<file path="src/sv/button_repeat_timeout_controller_unit_macros.svh">
// Assertion macros for the button repeat / timeout controller.
// Used by the top level only; expects clk and arst_n in scope.
`ifndef BUTTON_REPEAT_TIMEOUT_CONTROLLER_UNIT_MACROS_SVH
`define BUTTON_REPEAT_TIMEOUT_CONTROLLER_UNIT_MACROS_SVH

// Same-cycle implication, disabled while in reset.
`define BRTC_ASSERT_IMPL(label, ante, cons, msg) \
	label: assert property (@(posedge clk) disable iff (!arst_n) (ante) |-> (cons)) \
		else $error(msg);

// Next-cycle implication, disabled while in reset.
`define BRTC_ASSERT_NEXT(label, ante, cons, msg) \
	label: assert property (@(posedge clk) disable iff (!arst_n) (ante) |=> (cons)) \
		else $error(msg);

`endif

</file>
<file path="src/sv/brtc_pkg.sv">
// Shared types and constants for the button repeat / timeout controller.
// No dependencies; imported by the top level.
package brtc_pkg;

	typedef enum logic [2:0] {
		REQ_TICK         = 3'd0,
		REQ_DOWN_PRESS   = 3'd1,
		REQ_DOWN_RELEASE = 3'd2,
		REQ_OK_RISE      = 3'd3,
		REQ_OK_FALL      = 3'd4,
		REQ_UP_PRESS     = 3'd5,
		REQ_UP_RELEASE   = 3'd6
	} req_type_t;

	typedef enum logic [1:0] {
		NAV_NONE = 2'd0,
		NAV_DOWN = 2'd1,
		NAV_UP   = 2'd2,
		NAV_OK   = 2'd3
	} nav_t;

	// Configuration register indexes
	localparam logic [2:0] CFG_ENABLED       = 3'd0;
	localparam logic [2:0] CFG_BACK_TIMEOUT  = 3'd1;
	localparam logic [2:0] CFG_DEBOUNCE_TIME = 3'd2;
	localparam logic [2:0] CFG_MAX_REPEAT    = 3'd3;
	localparam logic [2:0] CFG_MIN_REPEAT    = 3'd4;
	localparam logic [2:0] CFG_REACH_LIMIT   = 3'd5;

	// Register reset values
	localparam logic [15:0] RST_BACK_TIMEOUT  = 16'd10000;
	localparam logic [15:0] RST_DEBOUNCE_TIME = 16'd50;
	localparam logic [15:0] RST_MAX_REPEAT    = 16'd500;
	localparam logic [15:0] RST_MIN_REPEAT    = 16'd10;
	localparam logic [15:0] RST_REACH_LIMIT   = 16'd10000;

	localparam logic [15:0] COUNT_MAX = 16'hFFFF;

	// ceil(2^17 / 3): floor(x * RECIP_THIRD / 2^17) == floor(x / 3) for x < 2^17
	localparam logic [16:0] RECIP_THIRD = 17'd43691;

	typedef struct packed {
		req_type_t req_type;
		logic      in_range;
		logic      auto_mode;
	} req_t;

	typedef struct packed {
		nav_t nav_event;
		logic back_event;
		logic warning_active;
		logic alarm_raised;
	} rsp_t;

endpackage

</file>
<file path="src/sv/button_repeat_timeout_controller_unit.sv">
// The result of an item is registered and presented in the cycle after its transfer.
// Throughput: one item per cycle; the whole state update is one pass of logic per transfer,
//   and the input is stalled only while a finished result is held by a stalled output.
// Repeat period (2/3 of the last one) uses one 17x17 reciprocal multiply in that pass.
// Reset (arst_n low, asynchronous): counters and flags clear, idle count loads 10000,
//   configuration registers take their documented defaults, output goes empty.
module button_repeat_timeout_controller_unit (
	input  logic          clk,
	input  logic          arst_n,
	input  logic          req_valid,
	output logic          req_stall,
	input  brtc_pkg::req_t req,
	output logic          rsp_valid,
	input  logic          rsp_stall,
	output brtc_pkg::rsp_t rsp,
	input  logic          cfg_we,
	input  logic [2:0]    cfg_index,
	input  logic [15:0]   cfg_data
);
	import brtc_pkg::*;

	`include "button_repeat_timeout_controller_unit_macros.svh"

	function automatic logic [15:0] dec_sat(input logic [15:0] v);
		dec_sat = (v != 16'd0) ? v - 16'd1 : 16'd0;
	endfunction

	// Configuration registers
	logic        enabled_q;
	logic [15:0] back_timeout_q;
	logic [15:0] debounce_time_q;
	logic [15:0] max_repeat_q;
	logic [15:0] min_repeat_q;
	logic [15:0] reach_limit_q;

	// Controller state
	logic [15:0] idle_count_q,      idle_count_d;
	logic [15:0] repeat_count_q,    repeat_count_d;
	logic [15:0] last_period_q,     last_period_d;
	logic [15:0] debounce_count_q,  debounce_count_d;
	logic [15:0] unreached_count_q, unreached_count_d;
	logic        down_held_q,       down_held_d;
	logic        up_held_q,         up_held_d;
	logic        warn_q,            warn_d;

	// Output register
	logic rsp_valid_s1;
	rsp_t rsp_s1;
	rsp_t rsp_d;

	logic req_fire;
	logic rsp_load;

	// Shared repeat-period step: next = clamp(last_period * 2 / 3)
	logic [32:0] third_prod;
	logic [15:0] step_raw;
	logic [15:0] step_period;

	// ------------------------------------------------------------------
	// Handshake: hold the input only while a finished result is stalled.
	// ------------------------------------------------------------------
	assign rsp_load  = !rsp_valid_s1 || !rsp_stall;
	assign req_stall = !rsp_load;
	assign req_fire  = req_valid && !req_stall;

	assign rsp_valid = rsp_valid_s1;
	assign rsp       = rsp_s1;

	// ------------------------------------------------------------------
	// Repeat period: 2*last_period fits 17 bits, so the reciprocal is exact.
	// ------------------------------------------------------------------
	assign third_prod = 33'({last_period_q, 1'b0}) * 33'(RECIP_THIRD);
	assign step_raw   = third_prod[32:17];

	always_comb begin
		if (step_raw < min_repeat_q) begin
			step_period = min_repeat_q;
		end else if (step_raw > max_repeat_q) begin
			step_period = max_repeat_q;
		end else begin
			step_period = step_raw;
		end
	end

	// ------------------------------------------------------------------
	// Per-item state update and result.
	// ------------------------------------------------------------------
	always_comb begin
		logic press;
		logic accept;

		idle_count_d      = idle_count_q;
		repeat_count_d    = repeat_count_q;
		last_period_d     = last_period_q;
		debounce_count_d  = debounce_count_q;
		unreached_count_d = unreached_count_q;
		down_held_d       = down_held_q;
		up_held_d         = up_held_q;
		warn_d            = warn_q;
		rsp_d             = '{nav_event: NAV_NONE, back_event: 1'b0,
		                      warning_active: 1'b0, alarm_raised: 1'b0};

		press  = req.req_type inside {REQ_DOWN_PRESS, REQ_OK_RISE, REQ_UP_PRESS};
		accept = (debounce_count_q == 16'd0) && enabled_q;

		case (req.req_type)
			REQ_TICK: begin
				idle_count_d     = dec_sat(idle_count_q);
				repeat_count_d   = dec_sat(repeat_count_q);
				debounce_count_d = dec_sat(debounce_count_q);

				// Inactivity timeout. A second check after key service could only
				// reload the same value again, so it is folded into this one.
				if (idle_count_d == 16'd0 && !warn_q) begin
					idle_count_d     = back_timeout_q;
					rsp_d.back_event = 1'b1;
				end

				if (enabled_q) begin
					if (req.in_range) begin
						unreached_count_d = 16'd0;
					end else if (req.auto_mode && !warn_q &&
					             unreached_count_q != COUNT_MAX) begin
						unreached_count_d = unreached_count_q + 16'd1;
					end

					// Service held keys; down wins, one event per tick
					if (unreached_count_d < reach_limit_q && !warn_q &&
					    repeat_count_d == 16'd0) begin
						if (down_held_q) begin
							rsp_d.nav_event = NAV_DOWN;
							repeat_count_d  = step_period;
							last_period_d   = step_period;
						end else if (up_held_q) begin
							rsp_d.nav_event = NAV_UP;
							repeat_count_d  = step_period;
							last_period_d   = step_period;
						end
					end

					// Latch the warning
					if (unreached_count_d >= reach_limit_q) begin
						rsp_d.alarm_raised = !warn_q;
						warn_d             = 1'b1;
						unreached_count_d  = 16'd0;
					end
				end
			end
			REQ_DOWN_PRESS, REQ_DOWN_RELEASE, REQ_OK_RISE, REQ_OK_FALL,
			REQ_UP_PRESS, REQ_UP_RELEASE: begin
				if (press && accept && warn_q) begin
					// First accepted press clears the warning and gives a back event, no navigation
					rsp_d.back_event = 1'b1;
					warn_d           = 1'b0;
				end else if (press && accept) begin
					if (req.req_type == REQ_DOWN_PRESS) begin
						rsp_d.nav_event = NAV_DOWN;
					end else if (req.req_type == REQ_UP_PRESS) begin
						rsp_d.nav_event = NAV_UP;
					end else if (repeat_count_q == 16'd0) begin
						rsp_d.nav_event = NAV_OK;
						repeat_count_d  = step_period;
						last_period_d   = step_period;
					end
				end

				// Restart the repeat period on a down or up press, accepted or not
				if (req.req_type == REQ_DOWN_PRESS || req.req_type == REQ_UP_PRESS) begin
					repeat_count_d = max_repeat_q;
					last_period_d  = max_repeat_q;
				end

				if (req.req_type == REQ_DOWN_PRESS)   down_held_d = 1'b1;
				if (req.req_type == REQ_DOWN_RELEASE) down_held_d = 1'b0;
				if (req.req_type == REQ_UP_PRESS)     up_held_d   = 1'b1;
				if (req.req_type == REQ_UP_RELEASE)   up_held_d   = 1'b0;

				idle_count_d      = back_timeout_q;
				debounce_count_d  = debounce_time_q;
				unreached_count_d = 16'd0;
			end
			default: begin
				// Unused request code: no state change, no events
			end
		endcase

		rsp_d.warning_active = warn_d;
	end

	// ------------------------------------------------------------------
	// Configuration writes; indexes beyond the list are dropped.
	// ------------------------------------------------------------------
	always_ff @(posedge clk or negedge arst_n) begin
		if (!arst_n) begin
			enabled_q       <= 1'b0;
			back_timeout_q  <= RST_BACK_TIMEOUT;
			debounce_time_q <= RST_DEBOUNCE_TIME;
			max_repeat_q    <= RST_MAX_REPEAT;
			min_repeat_q    <= RST_MIN_REPEAT;
			reach_limit_q   <= RST_REACH_LIMIT;
		end else if (cfg_we) begin
			case (cfg_index)
				CFG_ENABLED:       enabled_q       <= cfg_data[0];
				CFG_BACK_TIMEOUT:  back_timeout_q  <= cfg_data;
				CFG_DEBOUNCE_TIME: debounce_time_q <= cfg_data;
				CFG_MAX_REPEAT:    max_repeat_q    <= cfg_data;
				CFG_MIN_REPEAT:    min_repeat_q    <= cfg_data;
				CFG_REACH_LIMIT:   reach_limit_q   <= cfg_data;
				default: begin
				end
			endcase
		end
	end

	// ------------------------------------------------------------------
	// State advances on every input transfer.
	// ------------------------------------------------------------------
	always_ff @(posedge clk or negedge arst_n) begin
		if (!arst_n) begin
			idle_count_q      <= RST_BACK_TIMEOUT;
			repeat_count_q    <= 16'd0;
			last_period_q     <= 16'd0;
			debounce_count_q  <= 16'd0;
			unreached_count_q <= 16'd0;
			down_held_q       <= 1'b0;
			up_held_q         <= 1'b0;
			warn_q            <= 1'b0;
		end else if (req_fire) begin
			idle_count_q      <= idle_count_d;
			repeat_count_q    <= repeat_count_d;
			last_period_q     <= last_period_d;
			debounce_count_q  <= debounce_count_d;
			unreached_count_q <= unreached_count_d;
			down_held_q       <= down_held_d;
			up_held_q         <= up_held_d;
			warn_q            <= warn_d;
		end
	end

	// ------------------------------------------------------------------
	// Result register: load on transfer, drop once taken downstream.
	// ------------------------------------------------------------------
	always_ff @(posedge clk or negedge arst_n) begin
		if (!arst_n) begin
			rsp_valid_s1 <= 1'b0;
		end else if (rsp_load) begin
			rsp_valid_s1 <= req_fire;
		end
	end

	always_ff @(posedge clk) begin
		if (req_fire) begin
			rsp_s1 <= rsp_d;
		end
	end

	// ------------------------------------------------------------------
	// Assertions
	// ------------------------------------------------------------------
	`BRTC_ASSERT_IMPL(a_alarm_sets_warning, rsp_valid && rsp.alarm_raised, rsp.warning_active, "alarm without latched warning")
	`BRTC_ASSERT_IMPL(a_no_nav_under_warning, rsp_valid && rsp.warning_active, rsp.nav_event == NAV_NONE, "navigation event while warning latched")
	`BRTC_ASSERT_IMPL(a_warning_cleared_by_press, $fell(warn_q), $past(req_fire) && ($past(req.req_type) == REQ_DOWN_PRESS || $past(req.req_type) == REQ_OK_RISE || $past(req.req_type) == REQ_UP_PRESS), "warning cleared without a press")
	`BRTC_ASSERT_NEXT(a_transfer_gives_result, req_fire, rsp_valid_s1 && rsp_s1.warning_active == warn_q, "transfer did not produce a matching result")

endmodule
</file>
<file path="config.mk">
export PLATFORM = sky130hd
export DESIGN_NAME = button_repeat_timeout_controller_unit
export DESIGN_NICKNAME = d
export VERILOG_FILES = /design/src/sv/brtc_pkg.sv /design/src/sv/button_repeat_timeout_controller_unit.sv
export VERILOG_INCLUDE_DIRS = /design/src /design/src/sv
export SDC_FILE = /design/constraint.sdc
export NUM_CORES = 1
export LEC_CHECK = 0
export BUFFER_PORTS_ARGS = -buffer_cell sky130_fd_sc_hd__clkbuf_2
export CORE_ASPECT_RATIO = 0.6
export CORE_UTILIZATION = 40
export CTS_CLUSTER_DIAMETER = 60
export DETAILED_ROUTE_END_ITERATION = 16
export SLEW_MARGIN = 10
export SYNTH_ARGS = -nofsm -noshare
export SYNTH_HDL_FRONTEND = slang
export SYNTH_SLANG_ARGS = --single-unit
</file>
<file path="constraint.sdc">
create_clock -name clk -period 8.9 [get_ports clk]
set_input_delay 0 -clock clk [delete_from_list [all_inputs] [get_ports clk]]
set_output_delay 0 -clock clk [all_outputs]
set_load 0.01 [all_outputs]
</file>
# Word level (Yosys, flattened, before mapping)
# Cells that the tools add are included.
dict set report totals {
  regBits 170
  out_inout_bits 7
  input_bits 29
  word_cells 141
}
dict set report op_classes {
  addsub 4
  n_eq_ne 20
  n_mux 51
  n_lt_le_gt_ge 4
  n_mul 1
  n_reduce_logical 42
}
# operator count
set ops {}
lappend ops {{$mux W16} 26}
lappend ops {{$pmux W16 S2} 5}
lappend ops {{$logic_not A16 Y1} 4}
lappend ops {{$reduce_bool A16 Y1} 3}
lappend ops {{$sub A16 B1 Y16 const B} 3}
lappend ops {{$lt A16 B16 Y1} 2}
lappend ops {{$mul A16 B16 Y32 const B} 1}
lappend ops {{$mux W2} 9}
lappend ops {{$ne A3 B3 Y1 const B} 6}
lappend ops {{$add A16 B1 Y16 const B} 1}
lappend ops {{$ge A16 B16 Y1} 1}
lappend ops {{$gt A16 B16 Y1} 1}
lappend ops {{$ne A16 B16 Y1 const B} 1}
lappend ops {{$eq A3 B3 Y1 const B} 5}
lappend ops {{$reduce_and A2 Y1} 7}
lappend ops {{$eq A3 B2 Y1 const B} 4}
lappend ops {{$reduce_and A3 Y1} 4}
lappend ops {{$reduce_and A10 Y1} 1}
lappend ops {{$logic_and A1 B1 Y1} 9}
lappend ops {{$mux W1} 9}
lappend ops {{$reduce_and A7 Y1} 1}
lappend ops {{$eq A3 B1 Y1 const B} 2}
lappend ops {{$logic_not A3 Y1} 2}
lappend ops {{$pmux W3 S2} 1}
lappend ops {{other kinds (7)} 14}

# Longest topological paths before layout
# Gate-level depths: netlist (run 1).
dict set report logic_depth {
  ltp_word 13
  depth_mapped 33
  mapped_depth_nobuf 30
}

# Worst setup path after synthesis (run 1)
# No wires, ideal clock.
dict set report synth_path {
  kind {register to register}
  from {reg last_period_q[1]}
  to {reg repeat_count_q[8]}
  path_slack_ns 0.868
  required_time_ns 8.768
  n_path_buf 3
  synth_period_minus_slack_ns 8.032
  arrival_ns 7.900
  path_stages_with_launch 33
  setup_ns 0.132
  path_cell_list {dfrtp_1 ha_1 xor2_1 ha_1 inv_1 fa_1 inv_1 fa_1 fa_1 inv_1 fa_1 inv_1 ha_1 clkbuf_1 nand2_1 o21ai_0 nor3_1 a2111oi_0 or2_2 clkbuf_1 a21oi_1 xnor2_1 ha_1 and2_1 nand4_1 nor4_1 nor2_1 o2bb2ai_1 inv_1 clkbuf_1 o21ai_0 a21oi_1 a211oi_2}
}
dict set report synth_via {
  elab_chain_cells 11
  word_cells_on_any_way 16
  cone_classes {1 x mul; 2 x order compare; 13 x mux}
}
# element line
set synth_lines {}
lappend synth_lines {{start: declaration} button_repeat_timeout_controller_unit.sv:39} ;# logic [15:0] last_period_q, last_period_d;
lappend synth_lines {{start signal: assignment} button_repeat_timeout_controller_unit.sv:231} ;# last_period_q <= last_period_d;
lappend synth_lines {{$mul A16 B16 Y32 (*)} button_repeat_timeout_controller_unit.sv:72} ;# assign third_prod = 33'({last_period_q, 1'b0}) * 33'(RECIP_THIRD);
lappend synth_lines {{$gt A16 B16 Y1} button_repeat_timeout_controller_unit.sv:78} ;# end else if (step_raw > max_repeat_q) begin
lappend synth_lines {{$mux W16} button_repeat_timeout_controller_unit.sv:78}
lappend synth_lines {{$mux W16 (*)} button_repeat_timeout_controller_unit.sv:76} ;# if (step_raw < min_repeat_q) begin
lappend synth_lines {{$mux W16} button_repeat_timeout_controller_unit.sv:160} ;# end else if (repeat_count_q == 16'd0) begin
lappend synth_lines {{$mux W16} button_repeat_timeout_controller_unit.sv:158} ;# end else if (req.req_type == REQ_UP_PRESS) begin
lappend synth_lines {{$mux W16} button_repeat_timeout_controller_unit.sv:156} ;# if (req.req_type == REQ_DOWN_PRESS) begin
lappend synth_lines {{$mux W16} button_repeat_timeout_controller_unit.sv:155} ;# end else if (press && accept) begin
lappend synth_lines {{$mux W16} button_repeat_timeout_controller_unit.sv:151} ;# if (press && accept && warn_q) begin
lappend synth_lines {{$mux W16} button_repeat_timeout_controller_unit.sv:168} ;# if (req.req_type == REQ_DOWN_PRESS || req.req_type == REQ_UP_PRESS) begin
lappend synth_lines {{$pmux W16 S2 (*)} button_repeat_timeout_controller_unit.sv:106} ;# case (req.req_type)
lappend synth_lines {{end signal: assignment} button_repeat_timeout_controller_unit.sv:230} ;# repeat_count_q <= repeat_count_d;
lappend synth_lines {{end: declaration} button_repeat_timeout_controller_unit.sv:38} ;# logic [15:0] repeat_count_q, repeat_count_d;
# Every way passes the cells marked *; elsewhere a longest branch is shown, timed or not. The select of a mux whose other input is x is not followed.
# A chain may end at the register's enable or synchronous reset.

# Worst setup path in the final report (run 1)
dict set report layout_path {
  from {reg last_period_q[1]}
  to {reg repeat_count_q[14]}
}
# The elaborated chain is that of the path after synthesis.

==> results of run 1 <==
state kept, by name, summed over array words and instances, names as in the netlist, 5 cells and up:
name	flops
back_timeout_q	16
debounce_count_q	16
debounce_time_q	16
idle_count_q	16
last_period_q	16
max_repeat_q	16
min_repeat_q	16
reach_limit_q	16
repeat_count_q	16
rsp	5
unreached_count_q	16
cells in the mapped netlist (all sizes together), types with 5 or more instances:
master	instances
fa	77
buf	8
nand3	24
nand4	13
nor2	96
nor3b	5
a31oi	20
nand2b	12
nor4	11
dfstp	26
a21oi	87
a21o	18
xor2	21
ha	179
nand2	117
nor2b	14
clkbuf	47
o21ai	122
edfxtp	5
mux2	67
mux2i	10
o211ai	10
dfrtp	139
xnor2	23
o31ai	6
nor3	49
and2	10
o311ai	5
o21a	6
a221oi	7
a22o	17
and3	10
a22oi	7
a32oi	12
or3	12
inv	253
and4	9
a211oi	17
path summary, 6_finish.rpt:
check / endpoint / start
worst min register to register: idle_count_q[10]$_DFFE_PN1P_ / idle_count_q[10]$_DFFE_PN1P_
worst max-delay path: repeat_count_q[14]$_DFFE_PN0P_ / last_period_q[1]$_DFFE_PN0P_
min in group asynchronous: last_period_q[15]$_DFFE_PN0P_ / arst_n
worst max register to register: repeat_count_q[14]$_DFFE_PN0P_ / last_period_q[1]$_DFFE_PN0P_
worst min-delay path: warn_q$_DFFE_PN0P_ / rsp_stall
max in group asynchronous: unreached_count_q[14]$_DFFE_PN0P_ / arst_n
area by class of cell:
class / count / area, um2 / share of cell area [%]
tap: 476 / 596 / 3.55
clock buffer: 22 / 474 / 2.83
multi-input combinational: 1149 / 9420 / 56.2
inverter: 253 / 950 / 5.66
clock inverter: 10 / 165 / 0.985
timing repair buffer: 107 / 847 / 5.05
sequential: 170 / 4310 / 25.7
cell families (layout without fill, tap and decap cells):
group                    count (synthesis)  in the layout  synth area share, %
adder cells (fa/ha/maj)                256            256                 25.5
AO/OA/AOI/OAI                          374            374                 16.0
multiplexers                            77             77                 5.77
AND/OR/NAND/NOR                        398            398                 13.1
flip-flops                             170            170                 29.1
XOR/XNOR                                44             44                 2.60
buffers and inverters                  308            392                 7.92
critical path: cells and delay by family, from the launching register on:
family,cells,cell delay (ps)
compound gates,7,1280
xor+xnor,2,380
fa+ha+maj,8,3510
buf+inv,9,1190
flops,1,530
simple gates,7,1550
metrics by stage:
step | setup WS, ps | hold slack (ps) | std cells | TNS, ps | instance area [um2]
finish | 319 | 42.6 | 2187 | 0 | 16800
global route | -28.7 | 94.6 | 2187 | -69.6 | 16800
CTS | 184 | 21.2 | 2186 | 0 | 16700
detailed placement | 207 | 169 | 2129 | 0 | 15800
global placement | 268 | 170 | 2129 | 0 | 15800
floorplan | 868 | -296 | 1627 | 0 | 14800
what timing repair did:
action	4_1_cts	5_1_grt
gates resized for setup	0	19
endpoints found under the hold margin	161	0
endpoints found under the setup margin	0	32
hold buffers	25	0
setup buffers	0	1
per-layer routing:
layer	wire, um	up-vias	GRT usage, %
li1	-	5789	-
met5	0	-	0
met4	288	0	3.13
met2	16100	455	30.1
met1	23700	6149	39.4
met3	5770	25	11.6
==> run summary, run 1 <==
Die area: 37900 um2
# IOs: 36
Minimum setup slack among reg-to-reg paths: 320 ps
Top_reg_cell synth: dfrtp_1
Syn Inst Count: 1627
Per-cell routed wire length: 21.0 um
Post-route ant nets: 0
Layout Nets: 1983
Count of pins over their slew limit: 0
Diodes inserted: 0
Area of the core: 36400 um2
Crit path DAT: 8890 ps
Vias in the first global route: 11900
Crit end category: register
Area grow syn2layout: 13.2%
Status: finished clean
Required @ worst endpoint: 9210 ps
Clock transition at path regs: 70 ps
Starting DRT DRC Count: 1105
Initial antenna violation count: 0
Final Util: 46.0%
Final GP Congestion: 0.964
Number of port buffers: 35
Critical-path maximum fanout: 20
Root buffer cell: clkbuf_16
Number of flops mapped to enable cells by yosys: 5
Share of layout cells above drive strength 1: 13.7%
Pre-antenna DRT Iters: 5
Clk buf depth: 2
Max incr delay on CP: 550 ps
Fmax: 0.117 GHz
Final period utilization: 96.4%
Syn_nets: 1912
Synth Area per Inst: 9.11 um2
DRC errors left: 0
Vias: 12400
Worst Setup Start Kind: register
Library cells used by synthesis: 76
Max-cap check violation count: 0
Width of the die: 251 um
Total track usage: 25.0%
Final worst clock skew: 8.70 ps
Initial core utilization: 40.7%
Final setup violating endpoints: 0
CTS tree: built
First-pass GRT wire length: 70800 um
Drt total wl: 45900 um
CP max-delay cell: fa_1
Warnings from Yosys: 0
Synthesized flop and latch total: 170
Slew headroom: 14.5%
Hold Path Cell Cnt: 4
Post-Syn Area: 14800 um2
Least-Margin Pin Slew: 1280 ps
Synth area leaders: dfrtp_1, ha_1, fa_1
Largest net degree at the start of global routing: 96
HP Class: input pin to register
Final min period: 8580 ps
Clock buffer count from CTS: 17
GRT overflow: 0
Top cell type by total area after synthesis: dfrtp_1
Final-report hold violation count: 0
CP Class: register to register
H-tree depth: 4
Commonest non-fill, non-tap cells in the layout: inv_1, ha_1, dfrtp_1
Seq/Total Area, Yosys: 29.1%
Worst-Skew Late Latency: 450 ps
Reg2reg path depth: 33
Clock sink count: 170
Most common cell after layout, fill and taps aside: inv_1
Dpl hpwl: 36600 um
Top cell type's share of synthesized area: 23.5%
Ys async rst share: 97.1%
Vias/cell: 5.68
Vert. Die Dim: 151 um
Fill cells: 3483
Cell Rows: 54
Power of run 1 is not shown: default switching activity piles up to over one toggle a cycle in this logic, so the estimate is an artifact.
==> run 2: changes to the inputs <==
- clock period: 8.9 -> 7.2 ns (I/O delays scaled with it)
==> run summary, run 2 (synthesis gave the netlist of run 1 again) <==
Dpl hpwl: 37700 um (was 36600 um)
Most common cell after layout, fill and taps aside: inv_1 (unchanged)
Pre-antenna DRT Iters: 5 (unchanged)
Largest net degree at the start of global routing: 93 (was 96)
Number of port buffers: 35 (unchanged)
Clk buf depth: 2 (unchanged)
Critical-path maximum fanout: 8 (was 20)
PnR worst setup slack: -422 ps (was 319 ps)
Final-report hold violation count: 0 (unchanged)
Max-cap check violation count: 0 (unchanged)
CP most frequent cell: fa_1
Final setup violating endpoints: 32 (was 0)
Initial core utilization: 40.7% (unchanged)
Reg2reg path depth: 29 (was 33)
Cell Rows: 54 (unchanged)
# IOs: 36 (unchanged)
Dpl cell area: 16800 um2 (was 15800 um2)
Slew headroom: 24.4% (was 14.5%)
H-tree depth: 4 (unchanged)
CTS tree: built (unchanged)
Final period utilization: 106% (was 96.4%)
Highest metal used: met4 (unchanged)
Layout Nets: 2130 (was 1983)
Crit end category: register (unchanged)
Worst Setup Start Kind: register (unchanged)
Crit path DAT: 7960 ps (was 8890 ps)
Clock sink count: 170 (unchanged)
Dpl ws: -1060 ps (was 207 ps)
Vias in the first global route: 12600 (was 11900)
Fill cells: 3298 (was 3483)
Least-Margin Pin Slew: 1130 ps (was 1280 ps)
Worst-Skew Late Latency: 450 ps (about the same)
Met2 WL: 18100 um (was 16100 um)
RSZ-0062 raised after global routing: yes
Final GP Congestion: 1.02 (was 0.964)
Die area: 37900 um2 (unchanged)
Width of the die: 251 um (unchanged)
Clock buffer count from CTS: 17 (unchanged)
Fmax: 0.131 GHz (was 0.117 GHz)
Initial antenna violation count: 4 (was 0)
Share of layout cells above drive strength 1: 28.3% (was 13.7%)
Post-route ant nets: 0 (unchanged)
Total met3 wirelength after detailed routing: 5590 um (was 5770 um)
CP Class: register to register (unchanged)
Worst R2R Start: last_period_q[10]$_DFFE_PN0P_ (was last_period_q[1]$_DFFE_PN0P_)
Failing checks: negative setup slack
Area of the core: 36400 um2 (unchanged)
Status: finished with violations (was finished clean)
Total track usage: 26.4% (was 25.0%)
Final worst clock skew: 12.1 ps (was 8.70 ps)
Max incr delay on CP: 520 ps (was 550 ps)
DRC errors left: 0 (unchanged)
GRT overflow: 0 (unchanged)
Starting DRT DRC Count: 1116 (was 1105)
Hold_sp: req[4] (was rsp_stall)
Per-cell routed wire length: 20.9 um (was 21.0 um)
Commonest non-fill, non-tap cells in the layout: inv_1, buf_4, ha_1 (was inv_1, ha_1, dfrtp_1)
Vert. Die Dim: 151 um (unchanged)
HP Class: input pin to register (unchanged)
Clock transition at path regs: 70 ps (about the same)
Worst hold endpoint: down_held_q$_DFFE_PN0P_ (was warn_q$_DFFE_PN0P_)
First-pass GRT wire length: 75200 um (was 70800 um)
Register Area: 4320 um2 (was 4310 um2)
Final Instance Area: 18800 um2 (was 16800 um2)
Vias/cell: 5.61 (was 5.68)
Area grow syn2layout: 27.2% (was 13.2%)
Drt total wl: 48700 um (was 45900 um)
Hold Path Cell Cnt: 3 (was 4)
Required @ worst endpoint: 7540 ps (was 9210 ps)
Setup TNS: -7570 ps (was 0 ps)
Area of the multi-input gates: 10400 um2 (was 9420 um2)
Family with the most delay on the worst path: adder cells (unchanged)
Worst path buffer plus inverter count: 6 (was 9)
Count of pins over their slew limit: 0 (unchanged)
Wire length on met1: 24500 um (was 23700 um)
RR Endpoint: repeat_count_q[10]$_DFFE_PN0P_ (was repeat_count_q[14]$_DFFE_PN0P_)
Vias: 13100 (was 12400)
Root buffer cell: clkbuf_16 (unchanged)
Final min period: 7620 ps (was 8580 ps)
Diodes inserted: 0 (unchanged)
CP max-delay cell: fa_1 (unchanged)
Minimum setup slack among reg-to-reg paths: -420 ps (was 320 ps)
run 2: changes by cell type in the layout (fill, tap and decap cells not counted), moves of 7 or more:
cell / delta
a21oi_1: -18
o21ai_2: +7
o21ai_0: -7
nor2_1: -13
inv_2: +12
nor2_2: +7
ha_1: -30
a21oi_2: +13
buf_6: +16
buf_4: +134
ha_4: +27
inv_1: -13
run 2: routing by layer:
layer,vias up,global-route usage [%]
met3,45,8.58
met2,554,33.8
li1,6077,-
met1,6426,41.8
met4,0,4.82
met5,-,0
run 2: worst min-delay path, stage by stage:
cell and delay, ps:
clkbuf_2 210, nor3_1 90, o22ai_1 120
run 2: repair_timing:
action,4_1_cts,5_1_grt
endpoints found under the hold margin,152,0
resized for setup,142,66
setup buffers,26,6
gates cloned,1,0
hold buffers,22,0
setup endpoints to repair,32,32
pin swaps,81,62
run 2: how the worst max path moves through the flow:
stage	to	start	cells past startpoint
after detailed placement	repeat_count_q[10]$_DFFE_PN0P_	last_period_q[3]$_DFFE_PN0P_	32
after global placement	repeat_count_q[10]$_DFFE_PN0P_	last_period_q[3]$_DFFE_PN0P_	31
final	repeat_count_q[10]$_DFFE_PN0P_	last_period_q[10]$_DFFE_PN0P_	29
after CTS	repeat_count_q[10]$_DFFE_PN0P_	last_period_q[10]$_DFFE_PN0P_	30
after global routing	repeat_count_q[10]$_DFFE_PN0P_	last_period_q[4]$_DFFE_PN0P_	31
after floorplan	repeat_count_q[15]$_DFFE_PN0P_	last_period_q[1]$_DFFE_PN0P_	31
run 2: stage by stage:
step	hold slack, ps	util [%]	std cells
CTS	5.78	50.9	2333
global placement	172	46.2	2256
global route	43.0	51.8	2334
finish	30.9	51.8	2334
floorplan	-296	-	1627
detailed placement	166	46.2	2256
run 2: cell type report:
| class | instances | share of cell area (%) |
|---|---|---|
| flip-flops and latches | 170 | 22.9 |
| well taps | 476 | 3.16 |
| inverters | 253 | 5.05 |
| repair buffers | 254 | 10.6 |
| clock inverters | 12 | 0.597 |
| multi-input cells | 1149 | 55.2 |
| clock buffers | 20 | 2.48 |
Power of run 2 is left out for the same reason.
